$ cat src/design/iurcc_pkg.sv
// Shared types, codes and the CRC-32 byte update for the image update receiver.
package iurcc_pkg;

    // Control packet opcodes
    localparam logic [7:0] OP_START    = 8'h01;
    localparam logic [7:0] OP_COMPLETE = 8'h02;

    // Channel selector values
    localparam logic CH_CONTROL = 1'b0;
    localparam logic CH_DATA    = 1'b1;

    // Storage fault codes sampled at the last byte of a packet
    localparam logic [2:0] FAULT_NONE         = 3'd0;
    localparam logic [2:0] FAULT_NO_PARTITION = 3'd1;
    localparam logic [2:0] FAULT_WRITE        = 3'd2;
    localparam logic [2:0] FAULT_END          = 3'd3;
    localparam logic [2:0] FAULT_BOOT         = 3'd4;

    // Control packet byte counter: saturation point and valid packet length
    localparam logic [2:0] COUNT_SAT  = 3'd6;
    localparam logic [2:0] CTRL_LEN   = 3'd5;

    // Reflected CRC-32 polynomial
    localparam logic [31:0] CRC_POLY = 32'hEDB88320;

    // Result codes
    typedef enum logic [3:0] {
        CODE_STARTED          = 4'd0,
        CODE_SUCCESS          = 4'd1,
        CODE_EMPTY_CTRL       = 4'd2,
        CODE_BAD_START_LEN    = 4'd3,
        CODE_NO_PARTITION     = 4'd4,
        CODE_BEGIN_FAIL       = 4'd5,
        CODE_COMPLETE_NO_SESS = 4'd6,
        CODE_BAD_COMPLETE_LEN = 4'd7,
        CODE_SIZE_MISMATCH    = 4'd8,
        CODE_CRC_MISMATCH     = 4'd9,
        CODE_END_FAIL         = 4'd10,
        CODE_BOOT_FAIL        = 4'd11,
        CODE_UNKNOWN_CMD      = 4'd12,
        CODE_DATA_NO_SESS     = 4'd13,
        CODE_EMPTY_DATA       = 4'd14,
        CODE_WRITE_FAIL       = 4'd15
    } code_t;

    // One input transaction
    typedef struct packed {
        logic       cmd;
        logic [7:0] data_byte;
        logic       packet_last;
        logic       packet_empty;
        logic [2:0] storage_fault;
    } item_t;

    // One result transaction
    typedef struct packed {
        code_t code;
        logic  restart;
    } result_t;

    // Chained CRC-32: invert, shift one byte through, invert again
    function automatic logic [31:0] crc32_byte(input logic [31:0] crc, input logic [7:0] b);
        logic [31:0] c;
        c = ~crc ^ {24'd0, b};
        for (int i = 0; i < 8; i++) begin
            c = c[0] ? ((c >> 1) ^ CRC_POLY) : (c >> 1);
        end
        return ~c;
    endfunction

endpackage

$ cat src/design/iurcc_in_reg.sv
// Input register stage: holds one accepted transaction until the engine takes it.
module iurcc_in_reg (
    input  logic            aclk,
    input  logic            aresetn,
    input  logic            s_valid,
    output logic            s_ready,
    input  iurcc_pkg::item_t s_item,
    input  logic            take,
    output logic            item_valid,
    output iurcc_pkg::item_t item
);

    logic             valid_reg;
    logic             valid_next;
    iurcc_pkg::item_t item_reg;
    logic             accept;

    // Accept while empty or while the held item moves on
    assign s_ready = !valid_reg || take;
    assign accept  = s_valid && s_ready;

    always_comb begin
        valid_next = valid_reg;
        if (accept) begin
            valid_next = 1'b1;
        end else if (take) begin
            valid_next = 1'b0;
        end
    end

    always_ff @(posedge aclk) begin
        if (!aresetn) begin
            valid_reg <= 1'b0;
        end else begin
            valid_reg <= valid_next;
        end
    end

    // Payload needs no reset
    always_ff @(posedge aclk) begin
        if (accept) begin
            item_reg <= s_item;
        end
    end

    assign item_valid = valid_reg;
    assign item       = item_reg;

endmodule

$ cat src/design/iurcc_engine.sv
// Session state, control packet assembly, CRC/length tracking and result selection.
module iurcc_engine (
    input  logic               aclk,
    input  logic               aresetn,
    input  logic               fire,
    input  iurcc_pkg::item_t   item,
    output logic               res_valid,
    output iurcc_pkg::result_t result
);

    logic        active_reg,   active_next;
    logic [31:0] exp_len_reg,  exp_len_next;
    logic [31:0] rx_len_reg,   rx_len_next;
    logic [31:0] crc_reg,      crc_next;
    logic [2:0]  cnt_reg,      cnt_next;
    logic [7:0]  cmd_byte_reg, cmd_byte_next;
    logic [31:0] field_reg,    field_next;

    logic [7:0]  cmd_new;
    logic [31:0] field_new;
    logic [2:0]  cnt_new;
    logic [31:0] crc_upd;

    // Byte-wide CRC step for the current data byte
    assign crc_upd = iurcc_pkg::crc32_byte(crc_reg, item.data_byte);

    // Control assembly: opcode at byte zero, little-endian field in bytes one to four
    always_comb begin
        cmd_new   = cmd_byte_reg;
        field_new = field_reg;
        if (cnt_reg == 3'd0) begin
            cmd_new   = item.data_byte;
            field_new = 32'd0;
        end else begin
            unique case (cnt_reg)
                3'd1:    field_new = field_reg | {24'd0, item.data_byte};
                3'd2:    field_new = field_reg | {16'd0, item.data_byte, 8'd0};
                3'd3:    field_new = field_reg | {8'd0, item.data_byte, 16'd0};
                3'd4:    field_new = field_reg | {item.data_byte, 24'd0};
                default: field_new = field_reg;
            endcase
        end
        cnt_new = (cnt_reg < iurcc_pkg::COUNT_SAT) ? cnt_reg + 3'd1 : cnt_reg;
    end

    // Next state and result for the transaction being processed
    always_comb begin
        active_next    = active_reg;
        exp_len_next   = exp_len_reg;
        rx_len_next    = rx_len_reg;
        crc_next       = crc_reg;
        cnt_next       = cnt_reg;
        cmd_byte_next  = cmd_byte_reg;
        field_next     = field_reg;
        res_valid      = 1'b0;
        result.code    = iurcc_pkg::CODE_STARTED;
        result.restart = 1'b0;

        if (fire) begin
            if (item.cmd == iurcc_pkg::CH_CONTROL) begin
                if (item.packet_empty) begin
                    res_valid   = 1'b1;
                    result.code = iurcc_pkg::CODE_EMPTY_CTRL;
                end else begin
                    cmd_byte_next = cmd_new;
                    field_next    = field_new;
                    cnt_next      = cnt_new;
                    if (item.packet_last) begin
                        cnt_next  = 3'd0;
                        res_valid = 1'b1;
                        if (cmd_new == iurcc_pkg::OP_START) begin
                            if (cnt_new != iurcc_pkg::CTRL_LEN) begin
                                result.code = iurcc_pkg::CODE_BAD_START_LEN;
                            end else begin
                                // Drop any old session and load the new size
                                active_next  = 1'b0;
                                rx_len_next  = 32'd0;
                                crc_next     = 32'd0;
                                exp_len_next = field_new;
                                if (item.storage_fault == iurcc_pkg::FAULT_NO_PARTITION) begin
                                    result.code = iurcc_pkg::CODE_NO_PARTITION;
                                end else if (item.storage_fault == iurcc_pkg::FAULT_WRITE) begin
                                    result.code = iurcc_pkg::CODE_BEGIN_FAIL;
                                end else begin
                                    active_next = 1'b1;
                                    result.code = iurcc_pkg::CODE_STARTED;
                                end
                            end
                        end else if (cmd_new == iurcc_pkg::OP_COMPLETE) begin
                            if (!active_reg) begin
                                result.code = iurcc_pkg::CODE_COMPLETE_NO_SESS;
                            end else begin
                                // Checks in priority order; any failure aborts
                                priority if (cnt_new != iurcc_pkg::CTRL_LEN) begin
                                    result.code = iurcc_pkg::CODE_BAD_COMPLETE_LEN;
                                end else if (rx_len_reg != exp_len_reg) begin
                                    result.code = iurcc_pkg::CODE_SIZE_MISMATCH;
                                end else if (crc_reg != field_new) begin
                                    result.code = iurcc_pkg::CODE_CRC_MISMATCH;
                                end else if (item.storage_fault == iurcc_pkg::FAULT_END) begin
                                    result.code = iurcc_pkg::CODE_END_FAIL;
                                end else if (item.storage_fault == iurcc_pkg::FAULT_BOOT) begin
                                    result.code = iurcc_pkg::CODE_BOOT_FAIL;
                                end else begin
                                    result.code = iurcc_pkg::CODE_SUCCESS;
                                end
                                active_next = 1'b0;
                                if (result.code == iurcc_pkg::CODE_SUCCESS) begin
                                    result.restart = 1'b1;
                                end else begin
                                    exp_len_next = 32'd0;
                                    rx_len_next  = 32'd0;
                                    crc_next     = 32'd0;
                                end
                            end
                        end else begin
                            result.code = iurcc_pkg::CODE_UNKNOWN_CMD;
                        end
                    end
                end
            end else begin
                if (item.packet_empty) begin
                    res_valid   = 1'b1;
                    result.code = active_reg ? iurcc_pkg::CODE_EMPTY_DATA
                                             : iurcc_pkg::CODE_DATA_NO_SESS;
                end else begin
                    // Advance CRC and count only inside a session
                    if (active_reg) begin
                        crc_next    = crc_upd;
                        rx_len_next = rx_len_reg + 32'd1;
                    end
                    if (item.packet_last) begin
                        if (!active_reg) begin
                            res_valid   = 1'b1;
                            result.code = iurcc_pkg::CODE_DATA_NO_SESS;
                        end else if (item.storage_fault == iurcc_pkg::FAULT_WRITE) begin
                            res_valid    = 1'b1;
                            result.code  = iurcc_pkg::CODE_WRITE_FAIL;
                            active_next  = 1'b0;
                            exp_len_next = 32'd0;
                            rx_len_next  = 32'd0;
                            crc_next     = 32'd0;
                        end
                    end
                end
            end
        end
    end

    always_ff @(posedge aclk) begin
        if (!aresetn) begin
            active_reg   <= 1'b0;
            exp_len_reg  <= 32'd0;
            rx_len_reg   <= 32'd0;
            crc_reg      <= 32'd0;
            cnt_reg      <= 3'd0;
            cmd_byte_reg <= 8'd0;
            field_reg    <= 32'd0;
        end else begin
            active_reg   <= active_next;
            exp_len_reg  <= exp_len_next;
            rx_len_reg   <= rx_len_next;
            crc_reg      <= crc_next;
            cnt_reg      <= cnt_next;
            cmd_byte_reg <= cmd_byte_next;
            field_reg    <= field_next;
        end
    end

endmodule

$ cat src/design/iurcc_out_reg.sv
// Result register: holds one result transaction until the downstream side takes it.
module iurcc_out_reg (
    input  logic               aclk,
    input  logic               aresetn,
    input  logic               load,
    input  iurcc_pkg::result_t res,
    input  logic               m_ready,
    output logic               m_valid,
    output logic               free,
    output iurcc_pkg::result_t m_res
);

    logic               valid_reg;
    logic               valid_next;
    iurcc_pkg::result_t res_reg;

    // Slot is free when empty or drained this cycle
    assign free = !valid_reg || m_ready;

    always_comb begin
        valid_next = valid_reg;
        if (load) begin
            valid_next = 1'b1;
        end else if (m_ready) begin
            valid_next = 1'b0;
        end
    end

    always_ff @(posedge aclk) begin
        if (!aresetn) begin
            valid_reg <= 1'b0;
        end else begin
            valid_reg <= valid_next;
        end
    end

    always_ff @(posedge aclk) begin
        if (load) begin
            res_reg <= res;
        end
    end

    assign m_valid = valid_reg;
    assign m_res   = res_reg;

endmodule

$ cat src/design/image_update_receiver_crc_check_core.sv
// Top level of the firmware image receiver with CRC-32 check.
// Takes one packet byte per transaction on the s_ side, from either the control channel
// (START / COMPLETE packets) or the data channel, and gives at most one status code per
// byte on the m_ side. A transaction is held in the input register and is then
// processed combinationally into the result register, so the block sustains one byte
// per clock unless the output stalls. The CRC-32 byte update, the 32-bit length compare
// and the session bookkeeping all complete combinationally, in the cycle in which the
// transaction is processed. The input stalls only while a result waits in the output
// register and the downstream side holds m_tready low.
module image_update_receiver_crc_check_core (
    input  logic        aclk,
    input  logic        aresetn,
    input  logic        s_tvalid,
    output logic        s_tready,
    input  logic [15:0] s_tdata,   // [7:0] data_byte, [10:8] storage_fault, [15:11] zero
    input  logic [1:0]  s_tuser,   // [0] cmd, [1] packet_empty
    input  logic        s_tlast,
    output logic        m_tvalid,
    input  logic        m_tready,
    output logic [7:0]  m_tdata,   // [3:0] code, [7:4] zero
    output logic        m_tuser    // [0] restart
);

    iurcc_pkg::item_t   s_item;
    iurcc_pkg::item_t   item;
    iurcc_pkg::result_t res;
    iurcc_pkg::result_t m_res;
    logic               item_valid;
    logic               res_valid;
    logic               out_free;
    logic               fire;

    // Unpack the input transaction
    assign s_item.cmd           = s_tuser[0];
    assign s_item.packet_empty  = s_tuser[1];
    assign s_item.data_byte     = s_tdata[7:0];
    assign s_item.storage_fault = s_tdata[10:8];
    assign s_item.packet_last   = s_tlast;

    // Process the held item when the result slot can take its outcome
    assign fire = item_valid && out_free;

    iurcc_in_reg u_in_reg (
        .aclk       (aclk),
        .aresetn    (aresetn),
        .s_valid    (s_tvalid),
        .s_ready    (s_tready),
        .s_item     (s_item),
        .take       (fire),
        .item_valid (item_valid),
        .item       (item)
    );

    iurcc_engine u_engine (
        .aclk      (aclk),
        .aresetn   (aresetn),
        .fire      (fire),
        .item      (item),
        .res_valid (res_valid),
        .result    (res)
    );

    iurcc_out_reg u_out_reg (
        .aclk    (aclk),
        .aresetn (aresetn),
        .load    (res_valid),
        .res     (res),
        .m_ready (m_tready),
        .m_valid (m_tvalid),
        .free    (out_free),
        .m_res   (m_res)
    );

    // Pack the result transaction
    assign m_tdata = {4'd0, m_res.code};
    assign m_tuser = m_res.restart;

endmodule

$ cat config.mk
export PLATFORM = sky130hd
export DESIGN_NAME = image_update_receiver_crc_check_core
export DESIGN_NICKNAME = d
export VERILOG_FILES = /design/src/design/iurcc_pkg.sv /design/src/design/iurcc_in_reg.sv /design/src/design/iurcc_engine.sv /design/src/design/iurcc_out_reg.sv /design/src/design/image_update_receiver_crc_check_core.sv
export SDC_FILE = /design/constraint.sdc
export NUM_CORES = 1
export LEC_CHECK = 0
export BUFFER_PORTS_ARGS = -buffer_cell sky130_fd_sc_hd__buf_2
export CORE_MARGIN = 2
export CORE_UTILIZATION = 65
export DETAILED_ROUTE_END_ITERATION = 12
export PLACE_DENSITY = 0.94
export SLEW_MARGIN = 20
export SYNTH_ARGS = -nofsm -noshare
export SYNTH_HDL_FRONTEND = slang
export SYNTH_SLANG_ARGS = --single-unit
$ cat constraint.sdc
create_clock -name aclk -period 6.25 [get_ports aclk]
set_clock_uncertainty 0.1 [all_clocks]
set_input_delay 0.625 -clock aclk [delete_from_list [all_inputs] [get_ports aclk]]
set_output_delay 0.625 -clock aclk [all_outputs]
set_load 0.02 [all_outputs]
# Word-level counts from Yosys, hierarchy flattened
# Cells that the tools add are included.
dict set report op_classes {
  n_reduce_logical 18
  bitwise 21
  addsub 2
  n_eq_ne 18
  magnitude_cmp 1
  muxes 94
}
# cell count
set ops {}
lappend ops {{$mux W32} 37}
lappend ops {{$pmux W32 S4} 1}
lappend ops {{$not A13 Y14} 8}
lappend ops {{$mux W4} 23}
lappend ops {{$ne A32 B32 Y1} 2}
lappend ops {{$not A32 Y32} 2}
lappend ops {{$add A32 B1 Y32 const B} 1}
lappend ops {{$or A32 B16 Y32} 1}
lappend ops {{$or A32 B24 Y32} 1}
lappend ops {{$or A32 B32 Y32} 1}
lappend ops {{$or A32 B8 Y32} 1}
lappend ops {{$xor A32 B8 Y32} 1}
lappend ops {{$mux W1} 27}
lappend ops {{$eq A3 B2 Y1 const B} 4}
lappend ops {{$mux W3} 3}
lappend ops {{$reduce_and A9 Y1} 1}
lappend ops {{$eq A8 B1 Y1 const B} 1}
lappend ops {{$eq A8 B2 Y1 const B} 1}
lappend ops {{$mux W8} 1}
lappend ops {{$reduce_bool A2 Y1} 4}
lappend ops {{$reduce_and A7 Y1} 1}
lappend ops {{$reduce_or A7 Y1} 1}
lappend ops {{$eq A3 B1 Y1 const B} 2}
lappend ops {{$eq A3 B3 Y1 const B} 2}
lappend ops {{16 further kinds} 27}
dict set report word_totals {
  output_inout_bits 11
  wordCells 170
  inputBits 23
  reg_bits 161
}

# Depth between registers and ports, before layout
# Gate-level depths: netlist of the first run.
dict set report logic_depth {
  word_depth 25
  mapped_depth 15
  ltp_nobuf 10
}

# By module
# From an unflattened synthesis of the first run, not the netlist that was laid out.
dict set report hier_totals {
  hier_cells 1130
  hier_area_um2 9043.7
}
# mod n_inst cells_each area_each_um2 seq_area_each_um2
set by_module_without_submodules {}
lappend by_module_without_submodules {iurcc_engine 1 1096 8326.7 2802.7}
lappend by_module_without_submodules {iurcc_in_reg 1 19 478.0 440.4}
lappend by_module_without_submodules {iurcc_out_reg 1 9 198.9 170.2}
lappend by_module_without_submodules {image_update_receiver_crc_check_core 1 6 40.0 0.0}

# Worst setup path before layout of the first run
# No wires, ideal clock.
dict set report synth_timing {
  kind {flip-flop to flip-flop}
  from {register u_engine.cnt_reg[2]}
  to {register u_engine.crc_reg[12]}
  synth_period_minus_slack_ns 3.666
  required_ns 6.070
  setup_time_ns 0.080
  t_arrival_ns 3.485
  setup_slack_ns 2.584
  path_stages_with_launch 14
  n_path_buf 3
  path_cell_list {dfxtp_1 -> buf_2 -> clkinv_1 -> ha_1 -> or4b_4 -> a21oi_4 -> nor2_1 -> xor2_1 -> a2111o_1 -> nor4_4 -> nand2_1 -> buf_2 -> buf_4 -> a211oi_2}
}
dict set report synth_between {
  elab_chain_cells 17
  elab_cells_between_ends 35
  classes_between {add/sub: 1; order compare: 1; eq/ne: 11; mux: 18; reduce/logical: 4}
}
# item line_no
set synth_lines {}
lappend synth_lines {{start, declared} iurcc_engine.sv:15} ;# logic [2:0] cnt_reg, cnt_next;
lappend synth_lines {{start signal, assigned} iurcc_engine.sv:164} ;# cnt_reg <= cnt_next;
lappend synth_lines {{$eq A3 B3 Y1 (tied with other cells)} iurcc_engine.sv:35} ;# unique case (cnt_reg)
lappend synth_lines {{$pmux W32 S4} iurcc_engine.sv:35}
lappend synth_lines {{$mux W32} iurcc_engine.sv:31} ;# if (cnt_reg == 3'd0) begin
lappend synth_lines {{$ne A32 B32 Y1} iurcc_engine.sv:98} ;# end else if (crc_reg != field_new) begin
lappend synth_lines {{$mux W4} iurcc_engine.sv:98}
lappend synth_lines {{$mux W4} iurcc_engine.sv:96} ;# end else if (rx_len_reg != exp_len_reg) begin
lappend synth_lines {{$mux W4} iurcc_engine.sv:94} ;# priority if (cnt_new != iurcc_pkg::CTRL_LEN) begin
lappend synth_lines {{$mux W4} iurcc_engine.sv:90} ;# if (!active_reg) begin
lappend synth_lines {{$mux W4} iurcc_engine.sv:89} ;# end else if (cmd_new == iurcc_pkg::OP_COMPLETE) begin
lappend synth_lines {{$mux W4} iurcc_engine.sv:71} ;# if (cmd_new == iurcc_pkg::OP_START) begin
lappend synth_lines {{$mux W4} iurcc_engine.sv:68} ;# if (item.packet_last) begin
lappend synth_lines {{$mux W4} iurcc_engine.sv:61} ;# if (item.packet_empty) begin
lappend synth_lines {{$mux W4} iurcc_engine.sv:60} ;# if (item.cmd == iurcc_pkg::CH_CONTROL) begin
lappend synth_lines {{$mux W4} iurcc_engine.sv:59} ;# if (fire) begin
lappend synth_lines {{$eq A4 B1 Y1} iurcc_engine.sv:108} ;# if (result.code == iurcc_pkg::CODE_SUCCESS) begin
lappend synth_lines {{$ne A3 B2 Y1 (no line)} -}
lappend synth_lines {{$reduce_and A7 Y1 (no line)} -}
lappend synth_lines {{end signal, assigned} iurcc_engine.sv:163} ;# crc_reg <= crc_next;
lappend synth_lines {{end, declared} iurcc_engine.sv:14} ;# logic [31:0] crc_reg, crc_next;
# Parallel ways exist; a longest one is shown, timed or not. The select of a mux whose other input is x is not followed.
# A chain may end at the register's enable or synchronous reset.

# Worst setup path in the final report of the first run
dict set report layout_timing {
  from {register u_engine.cnt_reg[2]}
  to {register u_engine.crc_reg[3]}
}
# Same word-level chain as after synthesis.

==> metrics.yaml, run 1 <==
postCtsSetupBuffers: 0
core_um2: 14500
antenna_found_initial: 1
critical_path_class: "reg2reg"
postSynthAreaPerCell_um2: 7.91
wl_mm: 29.7
fmax_mhz: 194
area_delta_synth_final_pct: 7.04
synthFlopType: "dfxtp_1"
finalInstanceArea_um2: 10300
initial_core_util: 0.662
final_common_cell: "dfxtp_1"
vias_per_cell: 6.97
rsz0062_at_grt: "no"
clock_path_buffers: 2
p_sw_frac: 0.267
clk_latency_ps: 450
track_usage: 0.373
worstMarginPinSlew_ps: 1120
dp_hpwl_mm: 19.9
switchingPower_mw: 0.610
vias: 9630
grt_util_met3: 0.0804
finalNonFillerCells: 1381
drc: 0
required_ps: 6500
setup_viol: 0
period_share: 0.824
clockRootBuffer: "clkbuf_16"
cp-end-kind: "register"
finish.net_count: 1214
gp_congestion: 1.00
cts_buffers: 17
io_buffer_count: 24
antenna_left: 0
placed_cells: 1349
gr-max-usage-layer: "met2"
design.die.area_um2: 15700
seq_area_frac_synth: 0.356
gr-total-overflow: 0
synth_edf_count: 19
layout_common_cells: "dfxtp_1, nand2_1, nor2_1"
timing.final.max_slew_violations: 0
grt_start_max_net_pins: 73
clkPwrFrac: 0.444
ys_seq_elements: 161
die_height_um: 125
first_global_vias: 8849
vdd_drop_max_uv: 218
internal_power_mw: 1.67
io_pins: 34
grtUsageMet1: 0.493
crit_arrival_ps: 5390
timing.hold.ws_ps: 242
status: "completed"
syn-cell-area_um2: 9580
cts.sinks: 161
fin_setup_tns_ps: 0
finalPower_mw: 2.28
synthCells: 1211
grt_use_met2: 0.577
grt_pass1_wl_mm: 46.8
dr.pass1.iters: 10
ctsResizeCount: 0
drv_cap: 0
synth.distinct_cells: 80
path_max_fanout: 57
pwr-share-seq: 0.473
layout_setup_ws_ps: 1100
async_flop_share: 0
drt_iter0_markers: 1877
drive_gt1_frac: 0.0844
finalCriticalPeriod_ps: 5150
detail_route.wl_per_cell_um: 21.5
relSlewSlack: 0.255
cts_tree: "built"
powerDensity_nw_per_um2: 222
htreeDepth: 4
rows: 44
start_kind: "register"
combPwrFrac: 0.083
ctsHoldBuffers: 0
dpl_cell_area_um2: 9690
hold_viol: 0
leakagePower_nw: 3.41
post-place-ws_ps: 1410
fp.dieW_um: 125
antenna_cells: 0
clk_pin_slew_worst_paths_ps: 70
worstHoldPathType: "in2reg"
synth_warnings: 0
fin_util: 0.708
[critical path, cell delays in order, from the launching register on]
cell       delay, ps
dfxtp_1          310
buf_4            350
clkinv_1         420
ha_1             490
or4b_1           630
a21oi_1          380
or3_1            190
o2111ai_1        130
nor4_1           800
and4_1           410
nand2_2           80
buf_4            350
a221oi_1         380
[metal layers]
layer | wire (um) | share of wire
met1 | 11400 | 0.38
met2 | 13200 | 0.44
met3 | 3470 | 0.12
met4 | 1740 | 0.059
met5 | 0 | 0
[kinds of logic after synthesis]
| family | count (synthesis) | share of synthesized area |
|---|---|---|
| flip-flops | 161 | 0.356 |
| AND/OR/NAND/NOR | 412 | 0.217 |
| XOR/XNOR | 115 | 0.105 |
| adder cells (fa/ha/maj) | 7 | 0.00914 |
| other | 1 | 0.000391 |
| buffers and inverters | 152 | 0.0632 |
| AO/OA/AOI/OAI | 361 | 0.247 |
| multiplexers | 2 | 0.00209 |
[worst paths after layout]
path | from | endpoint | slack, ps | cells past startpoint
max reg2reg | u_engine.cnt_reg[2] | u_engine.crc_reg[3] | 1100 | 12
max | u_engine.cnt_reg[2] | u_engine.crc_reg[3] | 1100 | 12
min reg2reg | u_engine.cmd_byte_reg[5] | u_engine.cmd_byte_reg[5] | 360 | 2
min | s_tdata[9] | u_in_reg.item[1] | 240 | 1
[area by class of cell]
cell class              count  area, um2
well taps                 184        230
clock inverters            12       93.8
inverters                  66        248
multi-input cells         901       5590
fillers                  1082       4220
repair buffers             37        218
flip-flops and latches    161       3410
clock buffers              20        467
[Yosys cell counts (all sizes together), types with 22 or more instances]
library cell | count | area, um2
nand2 | 112 | 420
nor3 | 24 | 120
o22ai | 26 | 163
dfxtp | 142 | 2840
inv | 65 | 244
a21oi | 98 | 502
nor2 | 107 | 402
and3 | 22 | 138
xnor2 | 94 | 823
nand4 | 24 | 150
nand3 | 23 | 115
o21ai | 85 | 425
a211oi | 26 | 235
clkbuf | 67 | 253
[power by group through the flow]
stage	logic (mW)	registers [mW]	clock network (mW)
floorplan	0.152	1.09	0
global placement	0.177	1.10	0
detailed placement	0.183	1.10	0
CTS	0.185	1.08	1.00
global route	0.205	1.08	1.04
finish	0.190	1.08	1.01
(Power assumes the default switching activity.)
==> run 2, diff against run 1 <==
Settings changed: CORE_UTILIZATION 65 to 57, PLACE_DENSITY 0.94 to 0.88.
Clock period 6.25 ns to 4.2 ns, I/O delays scaled along.
==> metrics.yaml, run 2 (synthesis gave the netlist of run 1 again) <==
status: "completed"
io_pins: 34  # unchanged
cts_tree: "built"
initial_core_util: 0.580  # -0.0819
clk_pin_slew_worst_paths_ps: 70  # about the same
antenna_left: 0  # unchanged
period_share: 0.954  # +0.131
fmax_mhz: 250  # +28%
die_height_um: 134  # +6.6%
vias_per_cell: 6.65  # -4.7%
finalCriticalPeriod_ps: 4010  # -1140 ps
gr-total-overflow: 0  # unchanged
core_um2: 16500  # +14%
antenna_cells: 0  # unchanged
worstHoldPathType: "in2reg"
layout_common_cells: "dfxtp_1, nand2_1, nor2_1"
grt_pass1_wl_mm: 46.9  # +0.26%
hold_viol: 0  # unchanged
crit_path_max_incr_delay_ps: 610  # -190 ps
ctsResizeCount: 0  # unchanged
setup_viol: 0  # unchanged
vias: 9600  # -0.31%
detail_route.wl_per_cell_um: 20.8  # -3.6%
clkPwrFrac: 0.450  # +0.006
critPathSlowestCell: "or4b_1"
design.die.area_um2: 17900  # +14%
clockRootBuffer: "clkbuf_16"
cp-end-kind: "register"
dr.pass1.iters: 6  # -4
critical_path_class: "reg2reg"
pwr-share-seq: 0.466  # -0.007
dp_hpwl_mm: 20.7  # +4.2%
drt_iter0_markers: 1341  # -29%
cts.sinks: 161  # unchanged
gp_congestion: 0.979  # -2.1%
internal_power_mw: 2.54  # +52%
fp.dieW_um: 134  # +6.6%
fin_setup_tns_ps: 0  # unchanged
finish.net_count: 1241  # +2.2%
required_ps: 4270  # -2230 ps
relSlewSlack: 0.378  # +0.123
finalNonFillerCells: 1444  # +4.6%
crit_arrival_ps: 4080  # -1310 ps
vdd_drop_max_uv: 295  # +35%
area_delta_synth_final_pct: 10.3
finalPower_mw: 3.45  # +51%
rows: 47  # +6.8%
grt_start_max_net_pins: 73  # unchanged
clock_path_buffers: 2  # unchanged
track_usage: 0.335  # -0.0378
timing.final.max_slew_violations: 0  # unchanged
antenna_found_initial: 0  # -1
rsz0062_at_grt: "no"
start_kind: "register"
switchingPower_mw: 0.905  # +48%
htreeDepth: 4  # unchanged
powerDensity_nw_per_um2: 326  # +47%
io_buffer_count: 24  # unchanged
final_common_cell: "dfxtp_1"
drc: 0  # unchanged
cts_buffers: 17  # unchanged
worstMarginPinSlew_ps: 933  # -184 ps
drive_gt1_frac: 0.109  # +0.0243
crit_path_cell_trace: "ha_1 > ha_1 > or4b_1 > a21o_1 > a22oi_1 > xnor2_1 > or4_1 > or4_1 > and3b_1 > o221ai_1"
clk_latency_ps: 440  # about the same
placed_cells: 1412  # +4.7%
path_max_fanout: 8  # -86%
postCtsSetupBuffers: 0  # unchanged
first_global_vias: 8706  # -1.6%
ctsHoldBuffers: 0  # unchanged
p_sw_frac: 0.263  # -0.00457
leakagePower_nw: 3.57  # +4.7%
wl_mm: 30.0  # +0.79%
drv_cap: 0  # unchanged
combPwrFrac: 0.084  # about the same
-- run 2: cell count changes in the layout (fill, tap and decap cells not counted), sizes merged --
cell / change
bufinv: +1
clkbuf: -1
clkinvlp: -2
buf: +27
clkinv: +1
inv: +1
-- run 2: path summary, 6_finish.rpt --
path / from / endpoint / slack (ps) / cells past startpoint
setup / recovery: u_engine.cnt_reg[0] / u_out_reg.m_res[4] / 190 / 10
hold / removal: s_tuser[1] / u_in_reg.item[3] / 60 / 1
setup reg to reg: u_engine.cnt_reg[0] / u_out_reg.m_res[4] / 190 / 10
hold reg to reg: u_engine.field_reg[2] / u_engine.field_reg[2] / 360 / 2
-- run 2: power by group through the flow --
stage | logic (mW) | clock network, mW | registers [mW]
after floorplan | 0.226 | 0 | 1.62
after global placement | 0.274 | 0 | 1.64
after detailed placement | 0.281 | 0 | 1.64
after CTS | 0.283 | 1.55 | 1.60
after global routing | 0.312 | 1.62 | 1.60
final | 0.291 | 1.55 | 1.60
-- run 2: area by class of cell --
type / count / area (um2)
repair buffers: 64 / 445
flip-flops and latches: 161 / 3410
multi-input cells: 901 / 5610
clock buffers: 19 / 453
fillers: 1365 / 5950
well taps: 220 / 275
inverters: 66 / 248
clock inverters: 13 / 123
-- run 2: metal layers --
layer  share of wire  vias to the layer above  GRT usage
met3            0.11                      136     0.0651
met2            0.44                      666      0.509
met5               0                        -          0
li1                -                     4371          -
met4           0.053                        0      0.168
met1            0.39                     4427      0.456
-- run 2: critical path, delay by kind of cell (launching register included) --
kind	cells	cell delay (ps)
AOI/OAI and AO/OA	3	680
DFF	1	380
xor gates and xnor gates	1	160
adders and majority gates	2	580
and+or+nand+nor	4	1840
-- run 2: per-stage QoR --
| step | instance area (um2) | setup WS, ps | hold WS, ps | util |
|---|---|---|---|---|
| 3_5_place_dp | 9960 | 75.8 | 344 | 0.603 |
| 4_1_cts | 10500 | 2.36 | 49.9 | 0.638 |
| 5_1_grt | 10600 | 52.2 | 48.2 | 0.640 |
| 2_1_floorplan | 9590 | 534 | 328 | - |
| 3_3_place_gp | 9960 | 264 | 337 | 0.603 |
| 6_report | 10600 | 192 | 55.9 | 0.640 |
==> run 3, diff against run 2 <==
Settings changed: CORE_UTILIZATION 57 to 50, PLACE_DENSITY 0.88 to 0.8.
==> metrics.yaml, run 3 (synthesis gave the netlist of run 1 again) <==
finalCriticalPeriod_ps: 3990  # -13.8 ps
fmax_mhz: 250  # +0.35%
vias: 9389  # -2.2%
period_share: 0.951  # -0.00329
start_kind: "register"
cts.sinks: 161  # unchanged
drive_gt1_frac: 0.106  # -0.00254
r2r_slack_ps: 210  # about the same
wl_mm: 29.5  # -1.6%
vdd_drop_max_uv: 254  # -14%
initial_core_util: 0.510  # -0.0693
gr-total-overflow: 0  # unchanged
die_height_um: 142  # +6.6%
track_usage: 0.295  # -0.0407
drv_cap: 0  # unchanged
dp_hpwl_mm: 20.5  # -1.3%
clock_path_buffers: 2  # unchanged
clk_latency_ps: 430  # about the same
first_global_vias: 8556  # -1.7%
area_delta_synth_final_pct: 10.6
fillers: 1703  # +25%
worstMarginPinSlew_ps: 895  # -37.9 ps
fp.dieW_um: 142  # +6.6%
design.die.area_um2: 20300  # +14%
ctsResizeCount: 0  # unchanged
critical_path_class: "reg2reg"
cts_buffers: 17  # unchanged
leakagePower_nw: 3.57  # -0.26%
hold_viol: 0  # unchanged
powerDensity_nw_per_um2: 325  # -0.34%
grt_start_max_net_pins: 72  # -1.4%
relSlewSlack: 0.403  # +0.0253
rsz0062_at_grt: "no"
path_max_fanout: 6  # -2
io_buffer_count: 24  # unchanged
finish.net_count: 1242  # +0.081%
antenna_cells: 0  # unchanged
cp-end-kind: "register"
worstHoldPathType: "in2reg"
fin_setup_tns_ps: 0  # unchanged
crit_arrival_ps: 4060  # -20 ps
io_pins: 34  # unchanged
rows: 50  # +6.4%
dr.pass1.iters: 8  # +2
clk_pin_slew_worst_paths_ps: 70  # about the same
layout_common_cells: "dfxtp_1, nand2_1, nor2_1"
postCtsSetupBuffers: 0  # unchanged
drc: 0  # unchanged
vias_per_cell: 6.44  # -3.2%
finalPower_mw: 3.44  # -0.11%
clockRootBuffer: "clkbuf_16"
drt_iter0_markers: 1289  # -3.9%
htreeDepth: 4  # unchanged
gp_congestion: 0.962  # -1.7%
setup_viol: 0  # unchanged
grt_pass1_wl_mm: 46.5  # -0.91%
final_common_cell: "dfxtp_1"
antenna_left: 0  # unchanged
timing.final.max_slew_violations: 0  # unchanged
core_um2: 18800  # +14%
ctsHoldBuffers: 0  # unchanged
detail_route.wl_per_cell_um: 20.2  # -2.6%
status: "completed"
required_ps: 4260  # about the same
antenna_found_initial: 0  # unchanged
cts_tree: "built"
-- run 3: cell count changes in the layout (fill, tap and decap cells not counted), moves of 2 or more --
cell / delta
clkbuf_8: +2
clkinvlp_4: +3
inv_6: -4
clkinv_4: +2
clkinv_2: -3
-- run 3: stage by stage --
stage / util / setup slack [ps] / hold slack, ps / cells / area, um2
after floorplan: - / 534 / 328 / 1214 / 9590
after global placement: 0.533 / 304 / 341 / 1427 / 10000
after detailed placement: 0.533 / 196 / 349 / 1427 / 10000
after CTS: 0.564 / 124 / 53.1 / 1459 / 10600
after global routing: 0.565 / 17.6 / 49.4 / 1459 / 10600
final: 0.565 / 206 / 59.5 / 1459 / 10600
-- run 3: final cells by class --
class | count | area, um2 | share of cell area
Multi-Input combinational cell | 901 | 5590 | 0.528
Timing Repair Buffer | 65 | 465 | 0.0439
Tap cell | 234 | 293 | 0.0276
Clock buffer | 22 | 484 | 0.0457
Sequential cell | 161 | 3410 | 0.322
Clock inverter | 10 | 101 | 0.00956
Inverter | 66 | 248 | 0.0234
-- run 3: worst max-delay path: stages, from the launching register on --
cell      delay [ps]
dfxtp_1          360
ha_1             270
ha_1             290
or4b_1           590
a21o_1           260
a22oi_1          330
xnor2_1          170
or4_1            500
or4_1            430
and3b_1          280
o221ai_1         140
-- run 3: path summary, 6_finish.rpt --
| path | to | startpoint | depth (start not counted) |
|---|---|---|---|
| worst min-delay path | u_in_reg.item[6] | s_tdata[1] | 1 |
| worst max register to register | u_out_reg.m_res[4] | u_engine.cnt_reg[0] | 10 |
| worst max-delay path | u_out_reg.m_res[4] | u_engine.cnt_reg[0] | 10 |
| worst min register to register | u_engine.cmd_byte_reg[6] | u_engine.cmd_byte_reg[6] | 2 |
-- run 3: power breakdown --
group	switching, mW	internal (mW)
Clock	0.666	0.884
Sequential	0.0302	1.57
Combinational	0.179	0.110
Total	0.875	2.57
-- run 3: routing by layer --
metal  share of wire  vias up  track usage
met5               0        -            0
met2            0.44      554        0.448
met1            0.42     4393        0.400
li1                -     4348            -
met4           0.042        0        0.138
met3            0.10       94       0.0633
